===== src/rtl/tcsw_pkg.sv =====
// Package for the text console scroll writer.
// Holds field widths, default geometry, codes and the controller/datapath
// command and status structs. No dependencies.
package tcsw_pkg;

  // Default screen geometry
  localparam int COLS_DEF = 80;
  localparam int ROWS_DEF = 25;

  // Field widths of the item ports
  localparam int CODE_W  = 8;
  localparam int ROW_W   = 5;
  localparam int COL_W   = 7;
  localparam int CELL_W  = 16;
  localparam int COLOR_W = 8;

  // Character and cell constants
  localparam logic [CODE_W-1:0]  NEWLINE_CODE     = 8'd10;
  localparam logic [CODE_W-1:0]  BLANK_CODE       = 8'h20;
  localparam logic [CELL_W-1:0]  RESET_CELL       = 16'h0720;
  localparam logic [COLOR_W-1:0] TEXT_COLOR_RESET = 8'd7;

  // Command field codes
  localparam logic CMD_WRITE = 1'b0;
  localparam logic CMD_READ  = 1'b1;

  typedef enum logic [3:0] {
    ST_CLEAR,
    ST_IDLE,
    ST_DECODE,
    ST_READ,
    ST_COPY,
    ST_DRAIN,
    ST_FILL,
    ST_PUT,
    ST_FINISH
  } tcsw_state_t;

  typedef enum logic [1:0] {
    ADDR_HOLD,
    ADDR_ZERO,
    ADDR_INC
  } addr_op_t;

  typedef enum logic [1:0] {
    WR_NONE,
    WR_CLEAR,
    WR_BLANK,
    WR_CHAR
  } wr_kind_t;

  typedef struct packed {
    logic     capture;
    addr_op_t addr_op;
    logic     copy_rd;
    logic     rd_cell;
    wr_kind_t wr;
    logic     cursor_zero;
    logic     cursor_inc;
    logic     mark_scroll;
    logic     load_out;
  } tcsw_cmd_t;

  typedef struct packed {
    logic is_read;
    logic is_newline;
    logic cursor_full;
    logic copy_last;
    logic fill_last;
  } tcsw_status_t;

endpackage


===== src/rtl/tcsw_ctrl.sv =====
// Controller of the text console scroll writer: state machine that
// sequences clear, read, scroll and character write. Uses tcsw_pkg.
module tcsw_ctrl
  import tcsw_pkg::*;
(
  input  logic         clk,
  input  logic         rst,
  input  logic         in_valid,
  output logic         in_ready,
  output logic         out_valid,
  input  logic         out_ready,
  input  tcsw_status_t status,
  output tcsw_cmd_t    cmd
);

  tcsw_state_t state;
  tcsw_state_t state_next;
  logic        out_free;

  assign out_free = !out_valid || out_ready;
  assign in_ready = (state == ST_IDLE);

  always_ff @(posedge clk) begin
    if (rst) begin
      state     <= ST_CLEAR;
      out_valid <= 1'b0;
    end else begin
      state <= state_next;
      if (cmd.load_out) begin
        out_valid <= 1'b1;
      end else if (out_ready) begin
        out_valid <= 1'b0;
      end
    end
  end

  // Next state
  always_comb begin
    state_next = state;
    unique case (state)
      ST_CLEAR: begin
        if (status.fill_last) state_next = ST_IDLE;
      end
      ST_IDLE: begin
        if (in_valid) state_next = ST_DECODE;
      end
      ST_DECODE: begin
        if (status.is_read) begin
          state_next = ST_READ;
        end else if (status.is_newline || status.cursor_full) begin
          state_next = ST_COPY;
        end else begin
          state_next = ST_PUT;
        end
      end
      ST_READ:  state_next = ST_FINISH;
      ST_COPY: begin
        if (status.copy_last) state_next = ST_DRAIN;
      end
      ST_DRAIN: state_next = ST_FILL;
      ST_FILL: begin
        if (status.fill_last) state_next = status.is_newline ? ST_FINISH : ST_PUT;
      end
      ST_PUT:   state_next = ST_FINISH;
      ST_FINISH: begin
        if (out_free) state_next = ST_IDLE;
      end
      default:  state_next = ST_CLEAR;
    endcase
  end

  // Commands
  always_comb begin
    cmd = '{capture: 1'b0, addr_op: ADDR_HOLD, copy_rd: 1'b0, rd_cell: 1'b0,
            wr: WR_NONE, cursor_zero: 1'b0, cursor_inc: 1'b0,
            mark_scroll: 1'b0, load_out: 1'b0};
    unique case (state)
      ST_CLEAR: begin
        cmd.wr      = WR_CLEAR;
        cmd.addr_op = ADDR_INC;
      end
      ST_IDLE: begin
        cmd.capture = in_valid;
      end
      ST_DECODE: begin
        if (!status.is_read && (status.is_newline || status.cursor_full)) begin
          cmd.addr_op     = ADDR_ZERO;
          cmd.cursor_zero = 1'b1;
          cmd.mark_scroll = 1'b1;
        end
      end
      ST_READ: begin
        cmd.rd_cell = 1'b1;
      end
      ST_COPY: begin
        cmd.copy_rd = 1'b1;
        cmd.addr_op = ADDR_INC;
      end
      ST_DRAIN: begin
      end
      ST_FILL: begin
        cmd.wr      = WR_BLANK;
        cmd.addr_op = ADDR_INC;
      end
      ST_PUT: begin
        cmd.wr         = WR_CHAR;
        cmd.cursor_inc = 1'b1;
      end
      ST_FINISH: begin
        cmd.load_out = out_free;
      end
      default: begin
      end
    endcase
  end

endmodule


===== config.mk =====
export PLATFORM = sky130hd
export DESIGN_NAME = tcsw_ctrl
export DESIGN_NICKNAME = d
export VERILOG_FILES = /design/src/rtl/tcsw_pkg.sv /design/src/rtl/tcsw_ctrl.sv
export SDC_FILE = /design/constraint.sdc
export NUM_CORES = 1
export LEC_CHECK = 0
export ABC_AREA = 1
export BUFFER_PORTS_ARGS = -buffer_cell sky130_fd_sc_hd__buf_2
export CAP_MARGIN = 20
export CORE_AREA = 2 2 39 41
export DETAILED_ROUTE_END_ITERATION = 12
export DIE_AREA = 0 0 41 43
export GPL_TIMING_DRIVEN = 0
export PLACE_DENSITY = 0.7
export SETUP_SLACK_MARGIN = 0.3
export SYNTH_ARGS = -nofsm -noshare
export SYNTH_HDL_FRONTEND = slang
export SYNTH_SLANG_ARGS = --single-unit

===== constraint.sdc =====
create_clock -name clk -period 1 [get_ports clk]
set_input_delay 0.15 -clock clk [delete_from_list [all_inputs] [get_ports clk]]
set_output_delay 0.15 -clock clk [all_outputs]
set_load 0.05 [all_outputs]

==> metrics <==
Worst Setup Slack, final=-431.5 ps; Mean Syn Cell Area=5.436 um2; Die ar.=1763 um2; Post-Syn Instances=87; failing checks=negative setup slack; initial core utilization=34.18%; drt drc=0; pin count of the biggest net entering global routing=7; port bufs=21; vias in the first global route=644; Non-Filler Instances=around 150; cts hold-fix bufs=0; reg2reg start=state[1]; CP max FO=5; Netlist Area Pre-Place=about 470 um2; first-pass GRT wire length=between 2 and 3 mm; count of different cell masters after synthesis=16; Place WS=-353.5 ps; io pins=22; hold path startpoint=rst; Hold Path Class=input pin to flip-flop; worst path bufs/invs=3; Seq/Total Area, Yosys=21.16%; total number of vias=roughly 710; Synth Register Bits=5; critical path startpoint category=flip-flop; fin crit share=143.1%; Clock Latency Late Sink=roughly 240 ps; Die W=roughly 40 um; Pwr Density=3749 nW/um2; leakage=between 0.5 and 0.6 nW; crit end category=output port; Ys Warns=0; Cells after DPL=between 100 and 150; clock sink total=5; Rows=14; status=finished with violations; hpwl dp=roughly 940 um; Pwr Total=0.004231 W; initial antenna violation count=0; H-tree depth reported by CTS=1; final setup TNS=-6025 ps; Root Buffer=clkbuf_4; Clk pin slew, worst setup/hold paths=~50 ps; Worst Hold Depth=2; max-slew violation count=0; RSZ-0062 raised after global routing=true; global route overflow=0; layout cells sized above 1=about two thirds; worst rel slew slack=approximately 77%; final count of hold timing violations=0; R2R Path End=state[2]; crit path DAT=approximately 1300 ps; reg2reg path depth=9; slowest CP cell=dfxtp_4; Final Routed Wirelength=about 1.9 mm; ant diodes=0; floorplan die height=43 um; CTS tree=yes; Max Cap Viol=0; Clock Skew=roughly 5.4 ps; global-route usage over all layers=22.23%; Nets=about 140; ANT nets after route=0; Worst Path Required=850 ps; CTS Buf Count=3; slew at the pin closest to its max-slew limit=344.0 ps; Setup CP Type=flip-flop to output port; Final Wtd Congestion=around 0.71; setup violators final=17; setup slack, reg-to-reg=-350 ps; CP cell instances=inv_4 -> nor2_4 -> clkinv_4 -> nor2_1 -> buf_6; Layout area overhead=138.6%; VDD IR max=a little under 2 mV; Synthesized Nets=96; Core ar.=~1400 um2; DRT iter0 DRCs=9; 1st-pass router iterations=4; f_max=~0.70 GHz; Hold Path Sink=out_valid; vias per cell=slightly below 5; Bufs on Longest Clock Path=2; Tmin final=~1400 ps; Wirelength per Cell=12.93 um; CP top delay family=flip-flops; CP max stage delay=390 ps
state kept, by name (all words and copies together), names as in the netlist:
signal and cells:
state 4, out_valid 1
final cells by class:
cell class	instances	area (um2)
Clock buffer	4	26.28
Tap cell	16	20.02
Multi-Input combinational cell	64	520.5
Buffer	1	11.26
Fill cell	77	255.2
Inverter	17	80.08
Timing Repair Buffer	38	351.6
Sequential cell	5	118.9
repair_timing:
action,4_1_cts,5_1_grt
endpoints found under the setup margin,18,18
pin swaps,5,7
resized for setup,46,23
setup buffers,11,6
gates cloned,0,0
per-layer routing:
| layer | up-vias | share of wire, % | global-route usage, % |
|---|---|---|---|
| met4 | 0 | 1.4 | 10.00 |
| li1 | 355 | - | - |
| met5 | - | 0 | 0 |
| met1 | 326 | 38 | 22.01 |
| met2 | 26 | 57 | 41.25 |
| met3 | 4 | 4.1 | 3.141 |
cells in the mapped netlist (all sizes together):
cell type	number	area share, %
nand2	16	14
nor3	3	3.2
nor2	29	28
nand3	8	9.5
o21bai	1	1.6
o21ai	6	6.3
dfxtp	5	21
buf	1	1.6
nand3b	1	1.6
inv	17	13
report_power, final:
group          total (W)  switching, W  leakage [nW]  internal [W]
clock           0.000236     0.0000849        0.0150      0.000151
sequential      0.000509      0.000180        0.0445      0.000329
combinational    0.00349       0.00205         0.460       0.00144
total            0.00423       0.00231         0.519       0.00192
metrics by stage:
stage	utilization [%]	instance area, um2	hold WS, ps
floorplan	-	599.3	212.7
global placement	52.35	724.4	314.6
detailed placement	52.35	724.4	322.2
CTS	71.07	983.4	50.68
global route	81.56	1129	57.64
finish	81.56	1129	62.53
placed cells by master, fill, tap and decap left out:
cell,n
buf_2,8
buf_4,13
buf_6,12
buf_8,6
clkbuf_1,1
clkbuf_4,3
clkinv_4,1
clkinvlp_4,1
dfxtp_4,5
inv_1,9
inv_2,3
inv_4,3
nand2_1,11
nand2_2,1
nand2_4,4
nand3_1,2
nand3_2,2
nand3_4,4
nand3b_1,1
nor2_1,16
nor2_4,13
nor3_2,1
nor3_4,2
o21ai_0,3
o21ai_4,3
o21bai_1,1
worst max-delay path by stage:
stage                     startpoint  endpoint  slack [ps]  cells past startpoint
after detailed placement    state[1]    cmd[3]        -350                      6
final                       state[2]    cmd[5]        -430                      5
after CTS                   state[1]    cmd[3]        -420                      6
after global placement      state[1]    cmd[3]        -340                      6
after floorplan             state[1]    cmd[3]        -500                      5
after global routing        state[1]    cmd[3]        -510                      6
kinds of logic after synthesis:
| logic type | Yosys count | synth area share (%) |
|---|---|---|
| and+or+nand+nor | 57 | 55.82 |
| AOI/OAI and AO/OA | 7 | 7.935 |
| buffers and inverters | 18 | 15.08 |
| DFF | 5 | 21.16 |
No activity file was read; power rests on OpenSTA's default activity.
